--- config.mk ---
export PLATFORM = sky130hd
export DESIGN_NAME = xor_checked_frame_parser
export DESIGN_NICKNAME = d
export VERILOG_FILES = /design/src/rtl/xcfp_pkg.sv /design/src/rtl/xor_checked_frame_parser.sv /design/src/rtl/xcfp_parser.sv /design/src/rtl/xcfp_out_stage.sv
export SDC_FILE = /design/constraint.sdc
export NUM_CORES = 1
export LEC_CHECK = 0
export ABC_AREA = 1
export BUFFER_PORTS_ARGS = -buffer_cell sky130_fd_sc_hd__buf_2
export CORE_MARGIN = 2
export CORE_UTILIZATION = 25
export DETAILED_ROUTE_END_ITERATION = 12
export PLACE_DENSITY = 0.37
export SETUP_SLACK_MARGIN = 0.15
export SLEW_MARGIN = 15
export SYNTH_ARGS = -nofsm -noshare
export SYNTH_HDL_FRONTEND = slang
export SYNTH_HIERARCHICAL = 1
export SYNTH_SLANG_ARGS = --single-unit
--- constraint.sdc ---
create_clock -name i_clk -period 5.5 [get_ports i_clk]
set_input_delay 0.55 -clock i_clk [delete_from_list [all_inputs] [get_ports i_clk]]
set_output_delay 0.55 -clock i_clk [all_outputs]
set_load 0.02 [all_outputs]
--- src/rtl/xcfp_pkg.sv ---
// Package with the shared types and constants of the XOR-checked frame parser.
`default_nettype none

package xcfp_pkg;

    // Header and token bytes of a frame
    localparam logic [7:0] CH_U     = 8'h55;
    localparam logic [7:0] CH_N     = 8'h4E;
    localparam logic [7:0] CH_E     = 8'h45;
    localparam logic [7:0] CH_R     = 8'h52;
    localparam logic [7:0] CH_COLON = 8'h3A;

    localparam int unsigned BYTE_W = 8;

    // Parse phase; the spare code falls to the hunting arm
    typedef enum logic [2:0] {
        PH_HUNT  = 3'd0,
        PH_N     = 3'd1,
        PH_E     = 3'd2,
        PH_R     = 3'd3,
        PH_LEN   = 3'd4,
        PH_COLON = 3'd5,
        PH_BODY  = 3'd6
    } t_phase;

    // Kind of result word
    typedef enum logic [1:0] {
        KIND_BODY = 2'd0,
        KIND_GOOD = 2'd1,
        KIND_ERR  = 2'd2
    } t_kind;

    // One result from the parser to the output stage
    typedef struct packed {
        logic              valid;
        t_kind             kind;
        logic [BYTE_W-1:0] data;
        logic              cmd;
    } t_result;

endpackage

`default_nettype wire

--- src/rtl/xor_checked_frame_parser.sv ---
// Top level of the XOR-checked frame parser: input register, parser and output register.
// A result word passes through the input register and then the output register before it is
// valid on the master side.
// Throughput: one input word per cycle when not stalled; the parser state updates as each word moves on.
// Output backpressure stalls the input register, and then the slave side.
// Reset (synchronous, active low) empties both registers and returns the parser to hunting.
`default_nettype none

module xor_checked_frame_parser (
    input  wire logic         i_clk,
    input  wire logic         i_rst_n,
    input  wire logic         s_axis_tvalid,
    output logic              s_axis_tready,
    input  wire logic [7:0]   s_axis_tdata,  // [7:0] rx_byte
    output logic              m_axis_tvalid,
    input  wire logic         m_axis_tready,
    output logic [7:0]        m_axis_tdata,  // [7:0] out_byte
    output logic [2:0]        m_axis_tuser   // [1:0] out_kind, [2] is_command
);

    logic                          r_in_valid;
    logic [xcfp_pkg::BYTE_W-1:0]   r_in_byte;
    logic                          w_out_free;
    logic                          w_step;
    xcfp_pkg::t_result             w_res;
    xcfp_pkg::t_kind               w_kind;
    logic                          w_cmd;

    // A word moves on when the output register can take its result
    assign w_step        = r_in_valid && w_out_free;
    assign s_axis_tready = !r_in_valid || w_out_free;

    // Input register
    always_ff @(posedge i_clk) begin
        if (!i_rst_n) begin
            r_in_valid <= 1'b0;
        end else if (s_axis_tready) begin
            r_in_valid <= s_axis_tvalid;
        end
    end

    always_ff @(posedge i_clk) begin
        if (s_axis_tvalid && s_axis_tready) begin
            r_in_byte <= s_axis_tdata;
        end
    end

    xcfp_parser u_parser (
        .i_clk   (i_clk),
        .i_rst_n (i_rst_n),
        .i_step  (w_step),
        .i_byte  (r_in_byte),
        .o_res   (w_res)
    );

    xcfp_out_stage u_out_stage (
        .i_clk   (i_clk),
        .i_rst_n (i_rst_n),
        .i_load  (w_step),
        .i_res   (w_res),
        .o_free  (w_out_free),
        .o_valid (m_axis_tvalid),
        .i_ready (m_axis_tready),
        .o_data  (m_axis_tdata),
        .o_kind  (w_kind),
        .o_cmd   (w_cmd)
    );

    assign m_axis_tuser = {w_cmd, w_kind};

endmodule

`default_nettype wire

--- src/rtl/xcfp_parser.sv ---
// Frame parser state machine: phase, length count, running XOR and command flag.
`default_nettype none

module xcfp_parser (
    input  wire logic                      i_clk,
    input  wire logic                      i_rst_n,
    input  wire logic                      i_step,
    input  wire logic [xcfp_pkg::BYTE_W-1:0] i_byte,
    output xcfp_pkg::t_result              o_res
);

    xcfp_pkg::t_phase              r_phase, n_phase;
    logic [xcfp_pkg::BYTE_W-1:0]   r_bytes_left, n_bytes_left;
    logic [xcfp_pkg::BYTE_W-1:0]   r_xor, n_xor;
    logic                          r_cmd_seen, n_cmd_seen;
    logic                          w_more_body;

    assign w_more_body = (r_bytes_left > 8'd1);

    // Next state of the parser for the current word
    always_comb begin
        n_phase      = r_phase;
        n_bytes_left = r_bytes_left;
        n_xor        = r_xor;
        n_cmd_seen   = r_cmd_seen;
        case (r_phase)
            xcfp_pkg::PH_N: begin
                if (i_byte == xcfp_pkg::CH_N) begin
                    n_xor   = r_xor ^ i_byte;
                    n_phase = xcfp_pkg::PH_E;
                end else if (i_byte == xcfp_pkg::CH_U) begin
                    n_phase      = xcfp_pkg::PH_N;
                    n_bytes_left = '0;
                    n_xor        = xcfp_pkg::CH_U;
                    n_cmd_seen   = 1'b0;
                end else begin
                    n_phase      = xcfp_pkg::PH_HUNT;
                    n_bytes_left = '0;
                    n_xor        = '0;
                    n_cmd_seen   = 1'b0;
                end
            end
            xcfp_pkg::PH_E: begin
                if (i_byte == xcfp_pkg::CH_E) begin
                    n_xor   = r_xor ^ i_byte;
                    n_phase = xcfp_pkg::PH_R;
                end else begin
                    n_phase      = xcfp_pkg::PH_HUNT;
                    n_bytes_left = '0;
                    n_xor        = '0;
                    n_cmd_seen   = 1'b0;
                end
            end
            xcfp_pkg::PH_R: begin
                if (i_byte == xcfp_pkg::CH_R) begin
                    n_xor   = r_xor ^ i_byte;
                    n_phase = xcfp_pkg::PH_LEN;
                end else begin
                    n_phase      = xcfp_pkg::PH_HUNT;
                    n_bytes_left = '0;
                    n_xor        = '0;
                    n_cmd_seen   = 1'b0;
                end
            end
            xcfp_pkg::PH_LEN: begin
                n_bytes_left = i_byte;
                n_xor        = r_xor ^ i_byte;
                n_cmd_seen   = 1'b0;
                n_phase      = xcfp_pkg::PH_COLON;
            end
            xcfp_pkg::PH_COLON: begin
                if (i_byte == xcfp_pkg::CH_COLON) begin
                    n_xor   = r_xor ^ i_byte;
                    n_phase = xcfp_pkg::PH_BODY;
                end else begin
                    n_phase      = xcfp_pkg::PH_HUNT;
                    n_bytes_left = '0;
                    n_xor        = '0;
                    n_cmd_seen   = 1'b0;
                end
            end
            xcfp_pkg::PH_BODY: begin
                if (w_more_body) begin
                    n_xor        = r_xor ^ i_byte;
                    n_cmd_seen   = 1'b1;
                    n_bytes_left = r_bytes_left - 8'd1;
                end else begin
                    // Checksum word closes the frame
                    n_phase      = xcfp_pkg::PH_HUNT;
                    n_bytes_left = '0;
                    n_xor        = '0;
                    n_cmd_seen   = 1'b0;
                end
            end
            default: begin
                if (i_byte == xcfp_pkg::CH_U) begin
                    n_phase      = xcfp_pkg::PH_N;
                    n_bytes_left = '0;
                    n_xor        = xcfp_pkg::CH_U;
                    n_cmd_seen   = 1'b0;
                end else begin
                    n_phase = xcfp_pkg::PH_HUNT;
                end
            end
        endcase
    end

    // Result for the current word
    always_comb begin
        o_res       = '0;
        o_res.kind  = xcfp_pkg::KIND_BODY;
        case (r_phase)
            xcfp_pkg::PH_BODY: begin
                if (w_more_body) begin
                    o_res.valid = i_step;
                    o_res.kind  = xcfp_pkg::KIND_BODY;
                    o_res.data  = i_byte;
                    o_res.cmd   = !r_cmd_seen;
                end else if (r_xor == i_byte) begin
                    // An empty body with a good checksum gives nothing
                    o_res.valid = i_step && r_cmd_seen;
                    o_res.kind  = xcfp_pkg::KIND_GOOD;
                end else begin
                    o_res.valid = i_step;
                    o_res.kind  = xcfp_pkg::KIND_ERR;
                end
            end
            default: begin
                o_res.valid = 1'b0;
            end
        endcase
    end

    // Parser state registers
    always_ff @(posedge i_clk) begin
        if (!i_rst_n) begin
            r_phase      <= xcfp_pkg::PH_HUNT;
            r_bytes_left <= '0;
            r_xor        <= '0;
            r_cmd_seen   <= 1'b0;
        end else if (i_step) begin
            r_phase      <= n_phase;
            r_bytes_left <= n_bytes_left;
            r_xor        <= n_xor;
            r_cmd_seen   <= n_cmd_seen;
        end
    end

endmodule

`default_nettype wire

--- src/rtl/xcfp_out_stage.sv ---
// Output register of the parser, holding one result word until it is taken.
`default_nettype none

module xcfp_out_stage (
    input  wire logic                        i_clk,
    input  wire logic                        i_rst_n,
    input  wire logic                        i_load,
    input  wire xcfp_pkg::t_result           i_res,
    output logic                             o_free,
    output logic                             o_valid,
    input  wire logic                        i_ready,
    output logic [xcfp_pkg::BYTE_W-1:0]      o_data,
    output xcfp_pkg::t_kind                  o_kind,
    output logic                             o_cmd
);

    logic                          r_valid;
    xcfp_pkg::t_kind               r_kind;
    logic [xcfp_pkg::BYTE_W-1:0]   r_data;
    logic                          r_cmd;

    // The register can take a new word when empty or being emptied now
    assign o_free  = !r_valid || i_ready;
    assign o_valid = r_valid;
    assign o_data  = r_data;
    assign o_kind  = r_kind;
    assign o_cmd   = r_cmd;

    // Valid flag
    always_ff @(posedge i_clk) begin
        if (!i_rst_n) begin
            r_valid <= 1'b0;
        end else if (i_load) begin
            r_valid <= i_res.valid;
        end else if (i_ready) begin
            r_valid <= 1'b0;
        end
    end

    // Payload
    always_ff @(posedge i_clk) begin
        if (i_load && i_res.valid) begin
            r_kind <= i_res.kind;
            r_data <= i_res.data;
            r_cmd  <= i_res.cmd;
        end
    end

endmodule

`default_nettype wire
== After elaboration in Yosys (flattened, before gate mapping) ==
Index checks and enable logic that the tools add are counted.
Operators by class
  muxes and demuxes: 34
  reductions and logical operators: 16
  $add $sub $neg: 1
  equal/unequal tests: 17
  magnitude comparators: 1
  bitwise logic cells: 2
Operators by type and width (count)
  2-to-1 mux 8 bit: 12
  case mux 8 bit (6 select lines): 2
  equality test 8 x 7 -> 1 bit, second input constant: 4
  2-to-1 mux 3 bit: 6
  case mux 3 bit (6 select lines): 1
  2-to-1 mux 1 bit: 10
  inequality test 2 bit, second input constant: 5
  equality test 3 bit, second input constant: 3
  equality test 8 x 6 -> 1 bit, second input constant: 1
  equality test 8 bit: 1
  greater-than comparator 8 x 1 -> 1 bit, second input constant: 1
  subtractor 8 x 1 -> 8 bit, second input constant: 1
  XOR 8 bit: 1
  2-to-1 mux 7 bit: 1
  nonzero test 7 bit: 1
  equality test 3 x 2 -> 1 bit, second input constant: 2
  case mux 1 bit (6 select lines): 1
  AND reduction 2 bit: 3
  AND reduction 6 bit: 1
  logical AND 1 bit: 4
  equality test 3 x 1 -> 1 bit, second input constant: 1
  zero test 1 bit: 3
  logical OR 1 bit: 2
  2-to-1 mux 2 bit: 1
  other kinds (3): 3
Storage, ports and cells
  register bits after elaboration: 41
  input port bits: 12
  word-level logic and storage cells: 81
  output and inout port bits: 13

== Logic depth before layout (Yosys ltp) ==
Gate-level depths: netlist of the first run.
  depth after elaboration: 8
  depth in mapped cells: 11
  depth with buffers taken out: 11

== Cells and area by module ==
The synthesis of the first run kept the hierarchy.
Modules (own cells, without submodules)
  xcfp_parser: sequential area each 400.4 sq um, cells each 316, area each 1841.8 sq um, instances 1
  xcfp_out_stage: sequential area each 350.3 sq um, cells each 20, area each 385.4 sq um, instances 1
  xor_checked_frame_parser: sequential area each 260.2 sq um, cells each 18, area each 306.5 sq um, instances 1

== Worst setup path after synthesis of the first run ==
Ideal clock, no wire load.
  path type: register to register
  start: reg u_parser/r_bytes_left[0] (netlist name)
  end: reg u_out_stage.r_cmd, in the netlist u_out_stage/o_cmd (enable)
  data required time: 5.211 ns
  setup time: 0.289 ns
  buffers on the path: 0
  cell stages (with the launch flop): 11
  arrival time: 1.557 ns
  path slack: 3.655 ns
  cell sequence: dfxtp_1 > inv_1 > ha_1 > nor2_1 > nor2_1 > nand2_1 > or2_2 > o21ai_0 > inv_1 > nand2_1 > inv_1
RTL lines
  start, declared: line xcfp_parser.sv:13  | logic [xcfp_pkg::BYTE_W-1:0] r_bytes_left, n_bytes_left;
  start signal, assigned: line xcfp_parser.sv:143  | r_bytes_left <= n_bytes_left;
  end signal, assigned: line xcfp_out_stage.sv:45  | r_cmd <= i_res.cmd;
  end, declared: line xcfp_out_stage.sv:20  | logic r_cmd;

==> metrics.md, run 1 <==
| Metric | Value |
|---|---|
| Status | `complete, no violations` |
| Internal power | `0.0005146 W` |
| Switching Share | `22.92%` |
| Worst path cell trace | `inv_1 -> nand2_1 -> nand2_1 -> nor4_1 -> nand2_1 -> o21ai_0 -> inv_1 -> nand2_1 -> inv_1` |
| Final hold violation count | `0` |
| RSZ-0062 raised after global routing | `false` |
| Clock power share | `43.8%` |
| Peak VDD IR | `0.0001350 V` |
| Share of cells above drive strength 1 | `15.22%` |
| Clk buf depth | `2` |
| Final Wtd Congestion | `0.8513` |
| Vias/cell | `approximately 4.5` |
| FFs w/ async S/R, synth | `0%` |
| Leakage | `1.328 nW` |
| Post-CTS Hold Buffers | `0` |
| Global-route wire length before repair | `12.32 mm` |
| Sw Pwr | `roughly 0.00015 W` |
| CP top delay family | `simple AND/OR/NAND/NOR gates` |
| DP HPWL | `about 5.7 mm` |
| Chip width | `between 100 and 150 um` |
| PnR Total Power | `~0.00067 W` |
| Worst skew pair latency | `around 0.29 ns` |
| Setup bufs post-CTS | `0` |
| Worst Tran Pin Value | `0.7973 ns` |
| Nets | `394` |
| Die H | `between 100 and 150 um` |
| CTS tree | `built` |
| Reg2Reg Depth | `9` |
| CTS clk-pin slew, worst paths | `0.08 ns` |
| Period utilisation layout | `45.36%` |
| Number of fill cells | `1135` |
| DRT Pass-1 Iters | `5` |
| Routed WL per cell | `about 15 um` |
| CP arrival | `between 2 and 2.5 ns` |
| Row count | `36` |
| Worst slew margin relative to its limit | `around 46%` |
| Via count | `between 2000 and 2500` |
| Initial Util | `between 20% and 30%` |
| Worst r2r src | `r_in_byte[3]` |
| Max Slew Vio Count | `0` |
| Post-CTS sizing | `0` |
| Part of the power in registers | `about half` |
| Avg Inst Size Synth | `7.157 sq um` |
| HP Class | `input pin to flip-flop` |
| WP data required | `5.49 ns` |
| Crit Path Max Fanout | `11` |
| # IOs | `25` |
| Fmax | `about 0.4 GHz` |
| CTS Sinks | `approximately 40` |
| Synth unique cells | `34` |
| DR iter-0 viols | `197` |
| Crit path largest cell delay | `0.55 ns` |
| Final WL | `around 7.6 mm` |
| Crit path time final | `2.495 ns` |
| Worst Path Buf+Inv | `3` |
| GRT overflow | `0` |
| Port buffer count | `24` |
| Prevailing post-synth register cell | `dfxtp_1` |
| CTS buffer count | `5` |
| Cell mode on critical path | `nand2_1` |
| Pin count of the biggest net entering global routing | `17` |
| Endpoints failing setup | `0` |
| Combinational power share | `between 6 and 7%` |
| Core Footprint | `~9800 sq um` |
| Worst setup SP type | `flip-flop` |
| Critical path class | `flip-flop to flip-flop` |
| Post-DRT Antenna Nets | `0` |
| Die footprint | `~11000 sq um` |
| Max Cap Violations | `0` |
| Area grow syn2layout | `15.46%` |
| Synthesized area | `between 2000 and 3000 sq um` |
| Antenna violations before repair | `0` |
| Vias in the first global route | `between 2000 and 2500` |
| #FFs+latches synth | `between 40 and 50` |
| Cell Area, Placed | `2791 sq um` |
| Synth Net Count | `between 300 and 400` |
| R2R Setup Slk | `~3.0 ns` |
| Design area | `around 2900 sq um` |
| # DRC | `0` |
| Yosys warns | `6` |
| Setup crit end kind | `flip-flop` |
| Setup crit end | `u_out_stage/o_kind[1]` |
| CTS root buf | `clkbuf_8` |
| Pwr/cell area | `between 200 and 250 nW/um^2` |
| Critical Path Stages | `9` |
| CP max-delay cell | `edfxtp_1` |
| CP Launch Point | `r_in_byte[3]` |
| RR Endpoint | `u_out_stage/o_kind[1]` |
| H-Tree Level Count | `2` |
| Number of flops mapped to enable cells by yosys | `19` |
| Clk_skew | `~0.0052 ns` |
| Seq/Total Area, Yosys | `around 40%` |
| Antenna cells | `0` |
| Fin Setup TNS | `0 ns` |
| Synthesized instance count | `354` |
| GR Util All Layers | `between 10 and 15%` |
per-layer routing:
| layer | part of all wire [%] | up-vias | global-route usage (%) |
|---|---|---|---|
| li1 | - | 1205 | - |
| met1 | 50 | 1076 | 20.49 |
| met2 | 46 | 49 | 22.64 |
| met3 | 3.1 | 6 | 2.121 |
| met4 | 1.2 | 0 | 3.810 |
| met5 | 0 | - | 0 |
flip-flops by register name, indices dropped and copies added (netlist names):
name,flops
r_in_byte,8
r_in_valid,1
u_out_stage/o_cmd,1
u_out_stage/o_data,8
u_out_stage/o_kind,2
u_out_stage/o_valid,1
u_parser/r_bytes_left,8
u_parser/r_cmd_seen,1
u_parser/r_phase,3
u_parser/r_xor,8
worst min-delay path by stage:
| stage | start | to | slack, ns | depth (start not counted) |
|---|---|---|---|---|
| after global placement | u_parser/r_bytes_left[3] | u_parser/r_bytes_left[3] | 0.48 | 2 |
| after global routing | s_axis_tdata[0] | r_in_byte[0] | 0.41 | 1 |
| final | s_axis_tdata[0] | r_in_byte[0] | 0.43 | 1 |
| after detailed placement | u_parser/r_bytes_left[4] | u_parser/r_bytes_left[4] | 0.48 | 2 |
| after CTS | s_axis_tdata[0] | r_in_byte[0] | 0.42 | 1 |
| after floorplan | u_parser/r_bytes_left[3] | u_parser/r_bytes_left[3] | 0.45 | 2 |
Yosys cell counts (2+ instances only):
cell / number / area share, %
o22ai_1: 4 / 0.99
nor3_4: 2 / 1.3
nor2_2: 3 / 0.74
a21oi_1: 18 / 3.6
o21ai_0: 18 / 3.6
nor2_8: 2 / 1.6
nand4_1: 9 / 2.2
nor3_1: 7 / 1.4
xor2_1: 5 / 1.7
o21a_1: 3 / 0.89
buf_4: 2 / 0.59
nand3_1: 26 / 5.1
nand3_2: 2 / 0.79
ha_1: 2 / 0.99
nand2_4: 3 / 1.3
a21oi_2: 3 / 1.0
nor2_1: 46 / 6.8
nand2_2: 4 / 0.99
nand2_1: 96 / 14
buf_2: 2 / 0.40
dfxtp_1: 22 / 17
edfxtp_1: 19 / 23
inv_1: 42 / 6.2
inv_2: 3 / 0.44
xnor2_1: 2 / 0.69
cell usage in the layout, fill, tap and decap left out, drive strengths merged:
cell	n
nand4	9
nand3	28
or2	1
inv	46
nor2	52
edfxtp	19
o22ai	4
nor3	9
o21bai	1
clkinv	1
ha	2
bufinv	2
buf	24
o211ai	1
dfxtp	22
o21a	3
nor4	1
clkbuf	5
xor2	5
xnor2	2
o21ai	19
a21oi	21
a31oi	1
nand2	103
worst register-to-register path: cells and delay by family, from the launching register on:
family	cells	cell delay (ns)
AO/OA/AOI/OAI	1	0.19
buffers and inverters	3	0.48
flip-flops	1	0.55
AND/OR/NAND/NOR	5	0.98
power by group through the flow:
stage	Combinational (W)	Sequential (W)	Clock, W
2_1_floorplan	0.0000274	0.000336	0
3_3_place_gp	0.0000439	0.000340	0
3_5_place_dp	0.0000433	0.000340	0
4_1_cts	0.0000435	0.000332	0.000303
5_1_grt	0.0000477	0.000333	0.000316
6_report	0.0000434	0.000332	0.000292
final cells by class:
type / count / area (sq um) / share of cell area (%)
multi-input combinational: 262 / 1319 / 45.08
tap: 133 / 166.4 / 5.689
timing repair buffer: 24 / 120.1 / 4.106
clock buffer: 5 / 68.82 / 2.352
clock inverter: 3 / 65.06 / 2.224
inverter: 46 / 175.2 / 5.988
sequential: 41 / 1011 / 34.56
through the flow:
step	std cells	util [%]	setup slack [ns]	hold WS (ns)
floorplan	354	-	3.655	0.4525
global placement	506	28.43	2.925	0.4772
detailed placement	506	28.43	3.037	0.4750
CTS	514	29.79	3.020	0.4186
global route	514	29.79	2.772	0.4118
finish	514	29.79	3.005	0.4258
cells by family (layout without fill, tap and decap cells):
family,Yosys count,count (layout),share of synthesized area (%)
compound gates,50,50,11.21
buf+inv,51,78,8.049
simple gates,203,203,37.43
fa+ha+maj,2,2,0.9875
xor+xnor,7,7,2.420
flops,41,41,39.90
No activity file was read; power rests on OpenSTA's default activity.
==> inputs of run 2 (changes only) <==
--- a/config.mk
+++ b/config.mk
@@ -10,7 +10,7 @@
 export CORE_MARGIN = 2
 export CORE_UTILIZATION = 25
 export DETAILED_ROUTE_END_ITERATION = 12
-export PLACE_DENSITY = 0.37
+export PLACE_DENSITY = 0.39
 export SETUP_SLACK_MARGIN = 0.15
 export SLEW_MARGIN = 15
 export SYNTH_ARGS = -nofsm -noshare
==> constraint.sdc (replaced) <==
create_clock -name i_clk -period 2.07 [get_ports i_clk]
set_input_delay 0.207 -clock i_clk [delete_from_list [all_inputs] [get_ports i_clk]]
set_output_delay 0.207 -clock i_clk [all_outputs]
set_load 0.02 [all_outputs]
==> run 2 against run 1 <==
Net effect:
- setup slack worse by 2.7 ns
- total power up 140%
- global-route usage up 0.11 points
- largest power group unchanged
- maximum frequency up 38%
- largest cell class unchanged
- cell area up 10%
- worst hold slack worse by 0.36 ns
- critical path type unchanged
- first-iteration DRC count down 42%
- sequential cell count unchanged
- die area unchanged
- core utilization up 3.0 points
==> metrics.md, run 2 (synthesis results as in run 1) <==
| Metric | Value |
|---|---|
| Initial Util | `25.80% (unchanged)` |
| Cell Area, Placed | `2987 sq um (was 2791 sq um)` |
| GR Util All Layers | `14.47% (was 14.36%)` |
| Fin worst setup slack | `0.2635 ns (was 3.005 ns)` |
| Vias in the first global route | `2430 (was 2299)` |
| CTS Sinks | `41 (unchanged)` |
| Worst skew pair latency | `0.30 ns (was 0.29 ns)` |
| Footprint of the multi-input gates | `1368 sq um (was 1319 sq um)` |
| Post-DRT Antenna Nets | `0 (unchanged)` |
| Post-CTS Hold Buffers | `0 (unchanged)` |
| Number of fill cells | `1115 (was 1135)` |
| # IOs | `25 (unchanged)` |
| Nets | `431 (was 394)` |
| Commonest non-fill, non-tap cell in the layout | `nand2_1 (unchanged)` |
| Worst setup SP type | `flip-flop (unchanged)` |
| Worst Tran Pin Value | `0.5698 ns (was 0.7973 ns)` |
| Max Cap Violations | `0 (unchanged)` |
| Design area | `3217 sq um (was 2925 sq um)` |
| Max Slew Vio Count | `0 (unchanged)` |
| Row count | `36 (unchanged)` |
| Crit path time final | `1.807 ns (was 2.495 ns)` |
| Total placed cells including tap cells | `532 (was 506)` |
| DR iter-0 viols | `115 (was 197)` |
| Area grow syn2layout | `26.96% (was 15.46%)` |
| Setup crit end kind | `flip-flop (unchanged)` |
| Most frequent cells in the layout | `nand2_1 (95), nor2_1 (46), inv_1 (37) (was nand2_1 (96), nor2_1 (46), inv_1 (42))` |
| HP Class | `input pin to flip-flop (unchanged)` |
| # DRC | `0 (unchanged)` |
| Fmax | `0.5536 GHz (was 0.4008 GHz)` |
| Final std cells w/o fill | `551 (was 514)` |
| Share of cells above drive strength 1 | `25.84% (was 15.22%)` |
| WP data required | `2.25 ns (was 5.49 ns)` |
| Leakage | `1.496 nW (was 1.328 nW)` |
| Final Wtd Congestion | `0.8042 (was 0.8513)` |
| Period utilisation layout | `87.27% (was 45.36%)` |
| Pwr/cell area | `497.8 nW/um^2 (was 228.2 nW/um^2)` |
| GRT overflow | `0 (unchanged)` |
| H-Tree Level Count | `2 (unchanged)` |
| Fin Setup TNS | `0 ns (unchanged)` |
| Die H | `104.7 um (unchanged)` |
| Clk_skew | `0.006033 ns (was 0.005201 ns)` |
| Endpoints failing setup | `0 (unchanged)` |
| Post-Place Setup Slack | `0.07565 ns (was 3.037 ns)` |
| Via count | `2497 (was 2336)` |
| DP HPWL | `5.865 mm (was 5.732 mm)` |
| CP arrival | `1.99 ns (was 2.49 ns)` |
| Vias/cell | `4.532 (was 4.545)` |
| Antenna cells | `0 (unchanged)` |
| Peak VDD IR | `0.0002528 V (was 0.0001350 V)` |
| Clk buf depth | `2 (unchanged)` |
| Final WL | `7.732 mm (was 7.606 mm)` |
| CTS buffer count | `5 (unchanged)` |
| Critical path class | `flip-flop to flip-flop (unchanged)` |
| CTS root buf | `clkbuf_8 (unchanged)` |
| Antenna violations before repair | `0 (unchanged)` |
| Core Footprint | `9819 sq um (unchanged)` |
| Register area | `1016 sq um (was 1011 sq um)` |
| DRT Pass-1 Iters | `4 (was 5)` |
| RSZ-0062 raised after global routing | `false (unchanged)` |
| Final hold violation count | `0 (unchanged)` |
| Routed WL per cell | `14.03 um (was 14.80 um)` |
| Global-route wire length before repair | `12.36 mm (was 12.32 mm)` |
| CTS tree | `built (unchanged)` |
| CTS clk-pin slew, worst paths | `0.09 ns (was 0.08 ns)` |
| Crit Path Max Fanout | `8 (was 11)` |
| Die footprint | `10960 sq um (unchanged)` |
| Worst slew margin relative to its limit | `61.97% (was 46.44%)` |
| Status | `complete, no violations (unchanged)` |
| Port buffer count | `24 (unchanged)` |
| Chip width | `104.7 um (unchanged)` |
| Pin count of the biggest net entering global routing | `15 (was 17)` |
| Hold_ws | `0.06955 ns (was 0.4258 ns)` |
-- run 2: cell types whose count changed in the layout (fill, tap and decap cells not counted), sizes merged --
cell / previous run / this run
clkinvlp: 0 / 3
bufinv: 2 / 0
buf: 24 / 60
-- run 2: where the power goes --
group	internal [W]	switching [W]	total [W]	leakage [nW]
clock	0.000240	0.000317	0.000556	0.0445
combinational	0.0000684	0.000108	0.000176	1.07
sequential	0.000857	0.0000126	0.000869	0.385
-- run 2: final cells by class --
| type | instances | share of cell area, % |
|---|---|---|
| Clock inverter | 3 | 0.6612 |
| Sequential cell | 41 | 31.58 |
| Timing Repair Buffer | 60 | 12.14 |
| Multi-Input combinational cell | 262 | 42.51 |
| Timing Repair inverter | 1 | 0.2334 |
| Inverter | 46 | 5.562 |
| Clock buffer | 5 | 2.139 |
| Tap cell | 133 | 5.173 |
-- run 2: routing by layer --
metal  GRT usage [%]  vias up  routed length, um
met4           5.714        0                145
met1           17.83     1145               3467
met2           24.46       59               3751
met3           3.306       11                368
li1                -     1282                  -
met5               0        -                  0
-- run 2: worst paths after layout --
kind	startpoint	to	slack, ns	cells after the start
min	s_axis_tdata[0]	r_in_byte[0]	0.07	1
max	u_parser/r_bytes_left[0]	u_parser/r_xor[4]	0.26	10
min reg2reg	u_parser/r_xor[7]	u_parser/r_xor[7]	0.49	2
max reg2reg	u_parser/r_bytes_left[0]	u_parser/r_xor[4]	0.26	10
-- run 2: what timing repair did --
action / CTS / global route
pin swaps: 0 / 8
setup buffers: 0 / 10
gates cloned: 1 / 0
endpoints found under the hold margin: 0 / 0
gates resized for setup: 7 / 13
endpoints found under the setup margin: 12 / 25
-- run 2: critical path, cell delays in order, from the launching register on --
cell     delay (ns)
dfxtp_4        0.38
inv_2          0.07
ha_4           0.14
nor2_1         0.04
nor2_1         0.08
nand2_1        0.07
buf_4          0.16
nand2_2        0.17
nand2_1        0.18
o21ai_1        0.30
a21oi_1        0.10
-- run 2: stage by stage --
step / power [W] / utilization [%]
finish: 0.001601 / 32.76
detailed placement: 0.001052 / 30.42
global route: 0.001673 / 32.76
CTS: 0.001613 / 31.61
global placement: 0.001054 / 30.42
floorplan: 0.0009652 / -
